--- src/text_semigraphic_row_generator_core_macros.svh ---
// ----------------------------------------------------------------------------
// Assertion macros for the semigraphic row generator
// Shared concurrent assertion forms, clocked on the rising edge and disabled
// while reset is asserted.
// ----------------------------------------------------------------------------
`ifndef TEXT_SEMIGRAPHIC_ROW_GENERATOR_CORE_MACROS_SVH
`define TEXT_SEMIGRAPHIC_ROW_GENERATOR_CORE_MACROS_SVH

// The consequent must hold in the same cycle as the antecedent.
`define SGR_ASSERT_IMP(label, clk, rst_n, ante, cons, msg) \
  label: assert property (@(posedge clk) disable iff (!rst_n) (ante) |-> (cons)) \
    else $error(msg);

// The consequent must hold in the cycle after the antecedent.
`define SGR_ASSERT_NEXT(label, clk, rst_n, ante, cons, msg) \
  label: assert property (@(posedge clk) disable iff (!rst_n) (ante) |=> (cons)) \
    else $error(msg);

`endif

--- src/sgr_pkg.sv ---
// ----------------------------------------------------------------------------
// Semigraphic row generator package
// Cell geometry constants, the decoded cell row type and the descender table.
// ----------------------------------------------------------------------------
package sgr_pkg;

  localparam int unsigned CODE_W      = 8;
  localparam int unsigned CHAR_W      = 7;
  localparam int unsigned LINE_W      = 4;
  localparam int unsigned GLYPH_W     = 7;
  localparam int unsigned GLYPH_DEPTH = 2048;
  localparam int unsigned GADDR_W     = 11;
  localparam int unsigned PIX_W       = 10;
  localparam int unsigned BLOCK_W     = 5;
  localparam int unsigned PAD_W       = PIX_W - GLYPH_W;

  localparam logic [LINE_W-1:0] BAND_1_START = 4'd5;
  localparam logic [LINE_W-1:0] BAND_2_START = 4'd10;
  localparam logic [LINE_W-1:0] CELL_LINES   = 4'd15;
  localparam logic [LINE_W-1:0] GLYPH_ROWS   = 4'd9;
  localparam logic [LINE_W-1:0] DESC_SHIFT   = 4'd3;
  localparam logic [LINE_W-1:0] DESC_END     = 4'd12;

  localparam logic MODE_RENDER = 1'b0;
  localparam logic MODE_LOAD   = 1'b1;

  typedef struct packed {
    logic [PIX_W-1:0]   block_px;
    logic               glyph_sel;
    logic               glyph_blank;
    logic [GADDR_W-1:0] rd_addr;
  } dec_t;

  function automatic logic has_descender(input logic [CHAR_W-1:0] ch);
    logic flag;
    case (ch)
      7'd1, 7'd2, 7'd6, 7'd11, 7'd16, 7'd22, 7'd44, 7'd59,
      7'd103, 7'd106, 7'd112, 7'd113, 7'd121: flag = 1'b1;
      default: flag = 1'b0;
    endcase
    return flag;
  endfunction

endpackage

--- src/sgr_decode.sv ---
// ----------------------------------------------------------------------------
// Cell row decoder
// Builds the block graphic row, decides between block and glyph text, and
// forms the glyph store address and the blank flag for the scan line.
// ----------------------------------------------------------------------------
module sgr_decode (
  input  logic [sgr_pkg::CODE_W-1:0] code,
  input  logic [sgr_pkg::LINE_W-1:0] line,
  output sgr_pkg::dec_t              dec
);
  import sgr_pkg::*;

  logic [CHAR_W-1:0] ch;
  logic              desc;
  logic              left_bit;
  logic              right_bit;
  logic              in_cell;
  logic [LINE_W-1:0] row;

  assign ch   = code[CHAR_W-1:0];
  assign desc = has_descender(ch);

  always_comb begin
    in_cell = 1'b1;
    if (line < BAND_1_START) begin
      left_bit  = code[5];
      right_bit = code[2];
    end else if (line < BAND_2_START) begin
      left_bit  = code[4];
      right_bit = code[1];
    end else if (line < CELL_LINES) begin
      left_bit  = code[3];
      right_bit = code[0];
    end else begin
      left_bit  = 1'b1;
      right_bit = 1'b1;
      in_cell   = 1'b0;
    end
  end

  always_comb begin
    dec.block_px = {{BLOCK_W{~left_bit & in_cell}}, {BLOCK_W{~right_bit & in_cell}}};
    dec.glyph_sel = code[CODE_W-1];
    if (desc) begin
      dec.glyph_blank = (line < DESC_SHIFT) || (line >= DESC_END);
      row             = line - DESC_SHIFT;
    end else begin
      dec.glyph_blank = (line >= GLYPH_ROWS);
      row             = line;
    end
    dec.rd_addr = {ch, row};
  end

endmodule

--- config.mk ---
export PLATFORM = sky130hd
export DESIGN_NAME = sgr_decode
export DESIGN_NICKNAME = d
export VERILOG_FILES = /design/src/text_semigraphic_row_generator_core_macros.svh /design/src/sgr_pkg.sv /design/src/sgr_decode.sv
export SDC_FILE = /design/constraint.sdc
export NUM_CORES = 1
export LEC_CHECK = 0
export ABC_AREA = 1
export ABC_CLOCK_PERIOD_IN_PS = 3400
export BUFFER_PORTS_ARGS = -buffer_cell sky130_fd_sc_hd__buf_4
export CELL_PAD_IN_SITES_DETAIL_PLACEMENT = 1
export CELL_PAD_IN_SITES_GLOBAL_PLACEMENT = 2
export CORE_UTILIZATION = 23
export DETAILED_ROUTE_END_ITERATION = 8
export MAX_ROUTING_LAYER = met4
export PLACE_DENSITY = 0.89
export SLEW_MARGIN = 20
export SYNTH_ARGS = -nofsm -noshare
export SYNTH_HDL_FRONTEND = slang
export SYNTH_SLANG_ARGS = --single-unit
--- constraint.sdc ---
create_clock -name vclk -period 3.4
set_input_delay 0.68 -clock vclk [all_inputs]
set_output_delay 0.68 -clock vclk [all_outputs]
set_load 0.03 [all_outputs]
== Word level (Yosys, flattened, before mapping) ==
Cells that the tools add are included.

* Bitwise gates (word level): 4
* Muxes and demuxes: 12
* Eq/ne operators: 13
* Reduce and logical (&&, ||, !) cells: 2
* $lt $le $gt $ge: 6
* Shifts and indexed selects: 0
* Multipliers: 0
* Add/subtract/negate cells: 1
* Divide/modulo/power cells: 0

{| class="wikitable"
|+ Operators with widths
! cell !! count
|-
| 7-bit equality test, second input constant || 5
|-
| 7-bit by 5-bit equality test with 1-bit output, second input constant || 2
|-
| 7-bit by 6-bit equality test with 1-bit output, second input constant || 2
|-
| 13-bit OR reduction || 1
|-
| 1-bit 2-to-1 mux || 11
|-
| 4-bit >= comparator, second input constant || 2
|-
| 4-bit less-than comparator, second input constant || 2
|-
| 7-bit by 1-bit equality test with 1-bit output, second input constant || 1
|-
| 7-bit by 2-bit equality test with 1-bit output, second input constant || 1
|-
| 7-bit by 3-bit equality test with 1-bit output, second input constant || 1
|-
| 7-bit by 4-bit equality test with 1-bit output, second input constant || 1
|-
| 4-bit by 2-bit less-than comparator with 1-bit output, second input constant || 1
|-
| 4-bit by 3-bit less-than comparator with 1-bit output, second input constant || 1
|-
| 4-bit 2-to-1 mux || 1
|-
| 4-bit by 2-bit subtractor with 4-bit output, second input constant || 1
|-
| 1-bit AND || 2
|-
| 1-bit NOT || 2
|-
| 1-bit logical OR || 1
|}

* Memories: 0
* Memory bits (read-only): 0
* Bits in writable memories: 0
* Bits in registers: 0
* Bits in latches: 0
* Output and inout port bits: 23
* Input bits: 12
* Logic and storage cells: 38

== Longest topological paths before layout ==
Gate-level depths: netlist (run 1).

* Word-level depth: 6
* Depth in mapped cells: 10
* Gate-level depth less buffers: 10

== Worst setup path after synthesis (run 1) ==
No wires, ideal clock.

* Path type: input to output
* Start point: input line[0] in the netlist's numbering
* End point: output dec[14] in the netlist's numbering
* Data arrival time: 2138 ps
* Setup slack: 582 ps
* Required time: 2720 ps
* Cell stages on the path: 6
* Buffers on the path: 1
* Path through: inv_1 -> ha_1 -> o21ai_1 -> o21ai_0 -> a21oi_1 -> buf_4

{| class="wikitable"
|+ RTL lines
! item !! line !! text
|-
| from (decl) || sgr_decode.sv:8 || <nowiki>input logic [sgr_pkg::LINE_W-1:0] line,</nowiki>
|-
| to (decl) || sgr_decode.sv:9 || <nowiki>output sgr_pkg::dec_t dec</nowiki>
|}

==> results.txt, run 1 <==
- The run finished with clean final reports.
- Achievable clock frequency: 377.1 MHz
* CTS Hold Bufs: 0
- Actual transition at the worst max-transition pin: about 350 ps
- Netlist area before placement: between 600 and 700 µm²
- Number of instances in the synthesized netlist: 110
- Largest family of logic cells by synthesized area: simple AND/OR/NAND/NOR gates
* Final count of pins violating max slew: 0
* Worst Hold Depth: 0
* Largest voltage drop on the vdd net: 0.07748 mV
- The worst setup path is captured at an output port.
* Worst hold slack across all endpoints: 1360 ps
* Sequential cell area: 0 µm²
- After detailed routing, the average wire length per cell comes to between 10 and 15 µm.
- Area fraction in and, or, nand and nor cells after synthesis: 54.30%
* Peak fanout along the critical path: 5
* Number of hold-slack violations in the final timing report: 0
* Global router's overall resource usage: 11.65%
- GPL Wtd Cong: between 0.7 and 0.8
* Endpoint arrival time on the critical path: 1970 ps
- Total Die Area: 2865 µm²
- Row generation in the floorplan step produced 18 rows.
- After synthesis, the share of cell area in mux cells is 0%.
* Type of the tightest min-delay check: primary input to output port
- Cells with a size suffix above 1 make up 40.94% of the layout.
* Placed cell areas: 775.7 µm²
- 35 I/O pins were placed.
* Final design instance area without fill: 775.7 µm²
- The critical path in this run is classified as primary input to output port.
- DRC marker count from the first detailed-route iteration: 1
* Top cell type's share of synthesized area: about a fifth
- Clock buffer cells: 0
* Antenna diode count: 0
- The tool flagged a number of max-cap violations equal to 0.
- After legalization and detailed placement, the total HPWL measured 1396 µm.
* Fraction of the mapped netlist area in compound gates: under 10%
- STA puts the critical path data required time at ~2700 ps.
- Aggregate routed wire length: 1613 µm
- Power Density: 193.2 nW/µm²
- Floorplan die width: 53.53 µm
- Leaving out filler cells and counting taps, the final layout contains 157.
* Pin count of the biggest net entering global routing: 8
* DRC violation count after routing: 0
- Number of iterations in the first detailed-routing pass: 2
* Number of port buffers: 33
* Area delta synth->final: 27.05%
* Post-CTS sizing: 0
- Leading cell types by total area after synthesis: sky130_fd_sc_hd__buf_4 (20%), sky130_fd_sc_hd__nand2_1 (18%), sky130_fd_sc_hd__nor2_1 (8.0%)
* Cells after DPL: 157
- CP startpoint kind: primary input
* Synthesized netlist net count: 125
- Sequential share of the synthesized area: 0%
- Core Region: 2500 µm²
- After Yosys synthesis, full adders, half adders and majority gates account for 6.148% of the synthesized area.
* Post-synthesis average cell area: 5.551 µm²
- In this run the vertical extent of the chip is ~54 µm.
* Setup fix buffers added after clock tree synthesis: 0
- Starting utilization of the core area: 24.42%
- Initial antenna violation count: 0
- Setup repair after global routing left no endpoint under its margin.
- Synth Area in XOR/XNOR: around 1.4%
* Vias post-DR: 681
* Avg Vias per Cell: 4.338
- The filler cells instantiated in the layout total between 300 and 400.
* Global-route wire length before repair: 2518 µm
* Global route overflow: 0
* Relative slew margins: between 70% and 80%
- The largest total area in the synthesized netlist belongs to sky130_fd_sc_hd__buf_4.
- Setup violations remaining at the end of the flow were counted as 0.
- The via count of the first global-routing pass is ~600.
* Leakage power: 0.4627 nW
* Number of nets with antenna violations after detailed routing: 0
- In the finished design the tool counted flip-flops and latches totalling 0.
- Number of warnings issued by yosys: 0
- Post-synth top cells: sky130_fd_sc_hd__nand2_1 (30), sky130_fd_sc_hd__buf_4 (16), sky130_fd_sc_hd__nor2_1 (13)
- The smallest clock period supported by the final layout is computed as about 2700 ps.
- In the finished design, the share of the clock period the worst path needs comes to between 70% and 80%.
* Distinct cell type count of the synthesized netlist: 18
* Setup TNS: 0 ps
- Most instantiated library cell after synthesis: sky130_fd_sc_hd__nand2_1
* Net total in the final layout: 144
-- worst max-delay path, cell delays in order --
cell,delay [ps]
sky130_fd_sc_hd__buf_4,100
sky130_fd_sc_hd__inv_1,80
sky130_fd_sc_hd__ha_1,200
sky130_fd_sc_hd__o21ai_1,260
sky130_fd_sc_hd__o21ai_0,120
sky130_fd_sc_hd__a21oi_1,290
sky130_fd_sc_hd__buf_4,230
-- metrics by stage --
stage / setup WS, ps / power (mW) / utilization, %
floorplan: 582.5 / 0.1126 / -
global placement: 818.2 / 0.1493 / 31.03
detailed placement: 719.1 / 0.1512 / 31.03
CTS: 716.4 / 0.1517 / 31.03
global route: 529.0 / 0.1619 / 31.03
finish: 748.4 / 0.1498 / 31.03
-- area by class of cell --
| class | instances | area, µm² | share of cell area [%] |
|---|---|---|---|
| multi-input cells | 79 | 434.2 | 55.97 |
| well taps | 30 | 37.54 | 4.839 |
| repair buffers | 33 | 247.7 | 31.94 |
| inverters | 15 | 56.30 | 7.258 |
-- layer usage --
metal  vias up  track usage [%]  part of all wire, %
li1        363                -                    -
met4         0                0                    0
met3         0                0                  3.7
met5         -                -                    0
met2        17            21.88                   49
met1       301            14.67                   48
-- placed cells by master (no fill, tap or decap) --
cell / Yosys / final
sky130_fd_sc_hd__a21oi_1: 5 / 5
sky130_fd_sc_hd__a31oi_1: 1 / 1
sky130_fd_sc_hd__buf_4: 16 / 33
sky130_fd_sc_hd__ha_1: 3 / 3
sky130_fd_sc_hd__inv_1: 10 / 10
sky130_fd_sc_hd__inv_2: 5 / 5
sky130_fd_sc_hd__nand2_1: 30 / 30
sky130_fd_sc_hd__nand2_2: 7 / 7
sky130_fd_sc_hd__nand2_4: 3 / 3
sky130_fd_sc_hd__nand3_4: 1 / 1
sky130_fd_sc_hd__nand4_1: 6 / 6
sky130_fd_sc_hd__nor2_1: 13 / 13
sky130_fd_sc_hd__nor2_2: 2 / 2
sky130_fd_sc_hd__nor2_8: 1 / 1
sky130_fd_sc_hd__nor3_1: 1 / 1
sky130_fd_sc_hd__o21ai_0: 4 / 4
sky130_fd_sc_hd__o21ai_1: 1 / 1
sky130_fd_sc_hd__xor2_1: 1 / 1
-- logic make-up (layout without fill, tap and decap cells) --
group,Yosys count,count (layout)
AND/OR/NAND/NOR,64,64
XOR/XNOR,1,1
AO/OA/AOI/OAI,11,11
adder cells (fa/ha/maj),3,3
buffers and inverters,31,48
-- power by group --
group	switching (mW)	total (mW)	leakage (nW)	internal, mW
registers	0	0	0	0
clock network	0	0	0	0
logic	0.0969	0.150	0.463	0.0529
-- path summary, 6_finish.rpt --
| kind | start | to |
|---|---|---|
| setup / recovery | line[1] | dec[17] |
| hold / removal | code[7] | dec[12] |
(Power assumes the default switching activity.)
==> inputs of run 2 (changes only) <==
Settings changed: ABC_AREA 1 to 0, ABC_CLOCK_PERIOD_IN_PS 3400 to 2300, CORE_UTILIZATION 23 to 20, PLACE_DENSITY 0.89 to 0.78.
Clock period 3.4 ns to 2.3 ns, I/O delays scaled along.
==> results.txt, run 2 <==
* Most common cell after layout, fill and taps aside: sky130_fd_sc_hd__buf_4
* Row cnt: 18 (unchanged)
* Number of fill cells in the layout: 298 (-14%)
- By instance count, the leading cell after synthesis is sky130_fd_sc_hd__buf_4.
- Area delta synth->final: 78.14%
* Synth Area in XOR/XNOR: 6.512% (+5.1 points)
- Synthesized netlist net count: 86 (-31%)
- The sequential element share of the synthesized area was 0% (unchanged).
- The cell area after synthesis was 538.0 µm² (-12%).
- The count of pins over their slew limit came to 0 (unchanged).
- The area inside the core boundary came to 2500 µm² (unchanged).
- Number of global-route vias before repair: 567 (-2.9%)
* Aggregate routed wire length: 1837 µm (+14%)
- The number of clock buffers in the layout was 0 (unchanged).
- The average wire per standard cell was 14.24 µm (+39%).
- The overall via count from detail_route is 597 (-12%).
- Number of instances in the synthesized netlist: 71 (-35%)
- Count of max-cap constraint violations: 0 (unchanged)
- Hold path startpoint: code[7]
- Endpoint arrival time on the critical path: 2070 ps (+100 ps)
* Ordered cell list for the critical path: buf_6 > or4b_1 > nor3_2 > a211oi_2 > a2111o_1 > o211ai_2 > buf_6
* Global router's overall resource usage: 12.54% (+0.89 points)
* Post-route setup slack: -228.8 ps (-977.2 ps)
- For this run, the top clock speed supported by timing is 395.4 MHz.
- Slowest stage delay, CP: 550 ps (+260 ps)
- Leading cell types by total area after synthesis: sky130_fd_sc_hd__buf_4 (22%), sky130_fd_sc_hd__a211oi_2 (7.0%), sky130_fd_sc_hd__ha_1 (7.0%)
- In this design, the critical path's most frequently occurring cell is sky130_fd_sc_hd__buf_6.
- The net total in the final layout came to 116 (-19%).
* Floorplan die width: 53.87 µm (+0.64%)
- The hold buffer count at CTS is 0 (unchanged).
- The number of synthesis warnings is 0 (unchanged).
- Relative slew margins: 73.52% (-3.3 points)
- The initial antenna violation count was 0 (unchanged).
- sky130_fd_sc_hd__buf_4 takes more of the synthesized area than any other cell.
- Top cell type's share of synthesized area: 22.33% (+2.7 points)
* Setup repair after global routing missed its margin: true
- The pin count of the biggest net entering global routing came to 12 (+4).
- Area fraction in and, or, nand and nor cells after synthesis: 23.26% (-31 points)
- The worst path uses 109.9% of the clock period.
- Total Die Area: 2901 µm² (+1.3%)
- The worst hold margin came to 920.0 ps (-440.2 ps).
- The register area is 0 µm² (unchanged).
* Peak fanout along the critical path: 7 (+2)
- Number of iterations in the first detailed-routing pass: 4 (+2)
- Power, Total: 277.1 µW (+85%)
- Critical path class: primary input to output port
- Die height: 53.87 µm (+0.64%)
* Fraction of the mapped netlist area in compound gates: 28.84% (+20 points)
* Violated checks: setup timing
- Number of port buffers: 33 (unchanged)
- The routed via count divided by cell count is 4.628 (+6.7%).
- Largest family of logic cells by synthesized area: buffers and inverters
- The path class of the tightest hold or removal check is primary input to output port.
- The number of flip-flops and latches is 0 (unchanged).
- The transition time at the pin with the least slew margin came to 396.5 ps (+48.84 ps).
- Power Density: 289.1 nW/µm² (+50%)
- DRC marker count from the first detailed-route iteration: 12 (+11)
* Critical path endpoint category: output port
* DRC violation count after routing: 0 (unchanged)
- The remaining global-route overflow was 0 (unchanged).
* Leakage power: 0.4196 nW (-9.3%)
* CP startpoint kind: primary input
- The final-report hold violation count is 0 (unchanged).
* Post-synthesis average cell area: 7.578 µm² (+37%)
- The total placed instance area is 825.8 µm² (+6.5%).
* Run status: complete, but fails checks
- GPL Wtd Cong: 0.8433 (+11%)
- Final design instance area without fill: 958.4 µm² (+24%)
- Fraction of the mapped netlist area in adder cells: 6.977% (+0.83 points)
- The number of antenna diodes came to 0 (unchanged).
* Required time of the worst setup path: 1840 ps (-880 ps)
* Post-synth top cells: sky130_fd_sc_hd__buf_4 (16), sky130_fd_sc_hd__nand2_1 (6), sky130_fd_sc_hd__inv_1 (4), sky130_fd_sc_hd__o21ai_0 (4)
- The post-synthesis mux area share was 3.953% (+4.0 points).
- The count of final setup violators was 5 (+5).
- In the layout the commonest cells are sky130_fd_sc_hd__buf_4 (34), sky130_fd_sc_hd__buf_6 (13), sky130_fd_sc_hd__nand2_1 (5).
- For hold timing, the worst endpoint is dec[12].
- Share of final-layout standard cells stronger than drive strength 1: 73.74% (+33 points)
* Global-route wire length before repair: 2725 µm (+8.2%)
- The number of cells on the worst hold path is 0 (unchanged).
- Largest voltage drop on the vdd net: 0.1226 mV (+58%)
* Dpl hpwl: 1421 µm (+1.8%)
- The total I/O pin count came to 35 (unchanged).
- Distinct cell type count of the synthesized netlist: 29 (+11)
- Starting utilization of the core area: 21.52% (-2.9 points)
- Subtracting the final worst setup slack from the clock period gives ~2500 ps.
- Slowest stage cell, crit path: sky130_fd_sc_hd__or4b_1
* Number of nets with antenna violations after detailed routing: 0 (unchanged)
## run 2: how the worst max path moves through the flow
stage                  from       to  slack [ps]
floorplan           line[1]  dec[14]        -340
global placement    code[1]   dec[1]        -280
detailed placement  code[0]   dec[1]        -300
CTS                 code[1]  dec[11]        -210
global route        code[0]  dec[11]        -310
finish              code[0]  dec[11]        -230
## run 2: timing repair
action                                  in CTS  in global routing
setup buffers                                1                  2
gates resized for setup                      6                 24
endpoints found under the setup margin      10                 15
gates cloned                                 0                  0
pin swaps                                    4                  9
## run 2: cell families after synthesis
family,Yosys count
buf+inv,25
simple gates,20
compound gates,17
xor+xnor,4
fa+ha+maj,3
mux,2
## run 2: per-stage QoR
stage / util, % / setup TNS, ps / instances / worst slack (ps)
floorplan: - / -2397 / 71 / -337.5
global placement: 33.03 / -1119 / 126 / -282.4
detailed placement: 33.03 / -1153 / 126 / -302.5
CTS: 34.18 / -845.9 / 127 / -213.2
global route: 38.34 / -1328 / 129 / -305.7
finish: 38.34 / -910.1 / 129 / -228.8
## run 2: area by class of cell
class / count / area (µm²) / area share (%)
multi-input combinational: 46 / 454.2 / 47.39
inverter: 4 / 35.03 / 3.655
timing repair buffer: 49 / 431.7 / 45.04
tap: 30 / 37.54 / 3.916
## run 2: critical path, delay by kind of cell
family | cells | cell delay, ps
AO/OA/AOI/OAI | 3 | 590
buffers and inverters | 2 | 260
AND/OR/NAND/NOR | 2 | 760
## run 2: metal layers
layer | up-vias | GRT usage (%) | part of all wire (%)
li1 | 299 | - | -
met1 | 285 | 17.00 | 42
met2 | 13 | 21.60 | 54
met3 | 0 | 0.5650 | 4.0
met4 | 0 | 0 | 0
met5 | - | - | 0
## run 2: power by group
part	internal (mW)	switching (mW)	leakage, nW
Combinational	0.123	0.154	0.420
Sequential	0	0	0
Clock	0	0	0
==> inputs of run 3 (changes only) <==
Settings changed: SETUP_SLACK_MARGIN set to 0.4.
==> results.txt, run 3 (synthesis gave the netlist of run 2 again) <==
* Count of sequential standard cells: 0 (unchanged)
* Comb pwr share: 100.0% (about the same)
- Power, Total: 321.2 µW (+16%)
* Number of nets with antenna violations after detailed routing: 0 (unchanged)
- Worst hold slack across all endpoints: 920.0 ps (unchanged)
- The max-capacitance violation count was 0 (unchanged).
- The wire length reported by the detailed router came to 2095 µm (+14%).
- The met3 usage is 0.5650% (unchanged).
- Sequential cell area: 0 µm² (unchanged)
* Avg Vias per Cell: 4.671 (+0.94%)
- Type of the tightest min-delay check: primary input to output port
- The hold buffer count at CTS came to 0 (unchanged).
* Post-route setup slack: -261.1 ps (-32.26 ps)
- The worst setup path is launched from a primary input.
- Top library cells by usage in the layout, fill and taps aside: sky130_fd_sc_hd__buf_4 (36), sky130_fd_sc_hd__buf_6 (20), sky130_fd_sc_hd__nand2_1 (5)
- Placed cell areas: 855.8 µm² (+3.6%)
- DRC violation count after routing: 0 (unchanged)
* Net switching power of the design: 169.8 µW (+10%)
- Row cnt: 18 (unchanged)
- Number of port buffers: 33 (unchanged)
- GPL Wtd Cong: 0.8676 (+2.9%)
- The met2 track utilization from global routing is 24.90% (+3.3 points).
- Floorplan die width: 53.87 µm (unchanged)
- Compared with the post-synthesis result, the final layout area differs by 111.9%.
- The overall via count from detail_route was 654 (+9.5%).
* Most common cell after layout, fill and taps aside: sky130_fd_sc_hd__buf_4
- The final-report hold violation count came to 0 (unchanged).
* Required time of the worst setup path: 1840 ps (about the same)
- The internal power is 151.4 µW (+23%).
* Largest voltage drop on the vdd net: 0.1376 mV (+12%)
- The checks that failed: setup timing.
- Portion of total power attributed to sequential cells: 0% (unchanged)
- Time the worst path needs with I/O delays and setup: 2561 ps (+32.26 ps)
* Critical path class: primary input to output port
* Power Density: 281.8 nW/µm² (-2.5%)
- DRC marker count from the first detailed-route iteration: 4 (-8)
- Critical path endpoint category: output port
- The net total in the final layout came to 127 (+9.5%).
- The number of antenna diodes is 0 (unchanged).
- The area inside the core boundary came to 2500 µm² (unchanged).
- The HPWL reported at the end of detailed placement is 1422 µm (about the same).
* Global router's overall resource usage: 13.98% (+1.4 points)
- Post-DR wirelength/cell: 14.96 µm (+5.1%)
- The accumulated negative setup slack is -1064 ps (-154.3 ps).
- The number of clock buffers in the layout was 0 (unchanged).
- The total I/O pin count is 35 (unchanged).
- Pin count of the biggest net entering global routing: 12 (unchanged)
- The initial antenna violation count was 0 (unchanged).
- Endpoint arrival time on the critical path: 2100 ps (+30 ps)
- The tightest slew margin relative to the limit came to 73.69% (+0.17 points).
* Final count of pins violating max slew: 0 (unchanged)
- Actual transition at the worst max-transition pin: 391.7 ps (-4.839 ps)
* Multi-input combinational cell area: 511.7 µm² (+13%)
* Switching Fraction: 52.86% (-2.8 points)
* Leakage power: 0.5042 nW (+20%)
- The remaining global-route overflow was 0 (unchanged).
- Met1 global-route usage: 17.49% (+0.50 points)
* Number of fill cells in the layout: 292 (-2.0%)
- In this run the most used layer during global routing was met2.
- Setup repair after global routing could not meet its margin everywhere.
- Die height: 53.87 µm (unchanged)
- Total of endpoints with negative setup slack in the final report: 5 (unchanged)
- Share of final-layout standard cells stronger than drive strength 1: 77.27% (+3.5 points)
- The achievable frequency was 390.5 MHz (-1.3%).
- The number of detailed-routing iterations run before antenna repair was 4 (unchanged).
* Post-route fraction of the period consumed by the critical path: 111.4% (+1.4 points)
- The area of the die came to 2901 µm² (unchanged).
* Number of global-route vias before repair: 608 (+7.2%)
- Run status: complete, but fails checks
* Worst slack, placed: -361.7 ps (-59.26 ps)
* Power share of the clock group: 0% (unchanged)
* Starting utilization of the core area: 21.52% (unchanged)
- The global-route wire length before repair came to 2925 µm (+7.3%).
* Final design instance area without fill: 1140 µm² (+19%)
- Peak fanout along the critical path: 4 (-3)
[run 3: path summary, 6_finish.rpt]
path	from	end	slack, ps	cells after the start
max	code[4]	dec[3]	-260	7
min	code[7]	dec[12]	920	0
[run 3: area by class of cell]
type / instances / area share (%)
repair buffers: 60 / 48.74
multi-input cells: 46 / 44.90
well taps: 30 / 3.293
inverters: 4 / 3.074
[run 3: worst max-delay path, stage by stage]
cell	delay, ps
sky130_fd_sc_hd__buf_8	90
sky130_fd_sc_hd__or4b_4	550
sky130_fd_sc_hd__a211oi_4	250
sky130_fd_sc_hd__a211oi_4	100
sky130_fd_sc_hd__a221oi_2	280
sky130_fd_sc_hd__xor2_1	180
sky130_fd_sc_hd__buf_4	180
[run 3: power groups by stage]
stage | Sequential (mW) | Combinational, mW | Clock, mW
after floorplan | 0 | 0.180 | 0
after global placement | 0 | 0.248 | 0
after detailed placement | 0 | 0.250 | 0
after CTS | 0 | 0.291 | 0
after global routing | 0 | 0.339 | 0
final | 0 | 0.321 | 0
[run 3: layer usage]
| layer | wire length, µm | vias up |
|---|---|---|
| met5 | 0 | - |
| met4 | 0 | 0 |
| met3 | 79 | 0 |
| met2 | 1190 | 17 |
| met1 | 825 | 318 |
| li1 | - | 319 |
[run 3: what timing repair did]
item	4_1_cts	5_1_grt
endpoints found under the setup margin	15	15
setup buffers	5	5
pin swaps	6	9
gates resized for setup	28	19
endpoints found under the hold margin	0	0
[run 3: per-stage QoR]
stage | util [%] | cells
floorplan | - | 71
global placement | 34.23 | 130
detailed placement | 34.23 | 130
CTS | 40.09 | 135
global route | 45.60 | 140
finish | 45.60 | 140
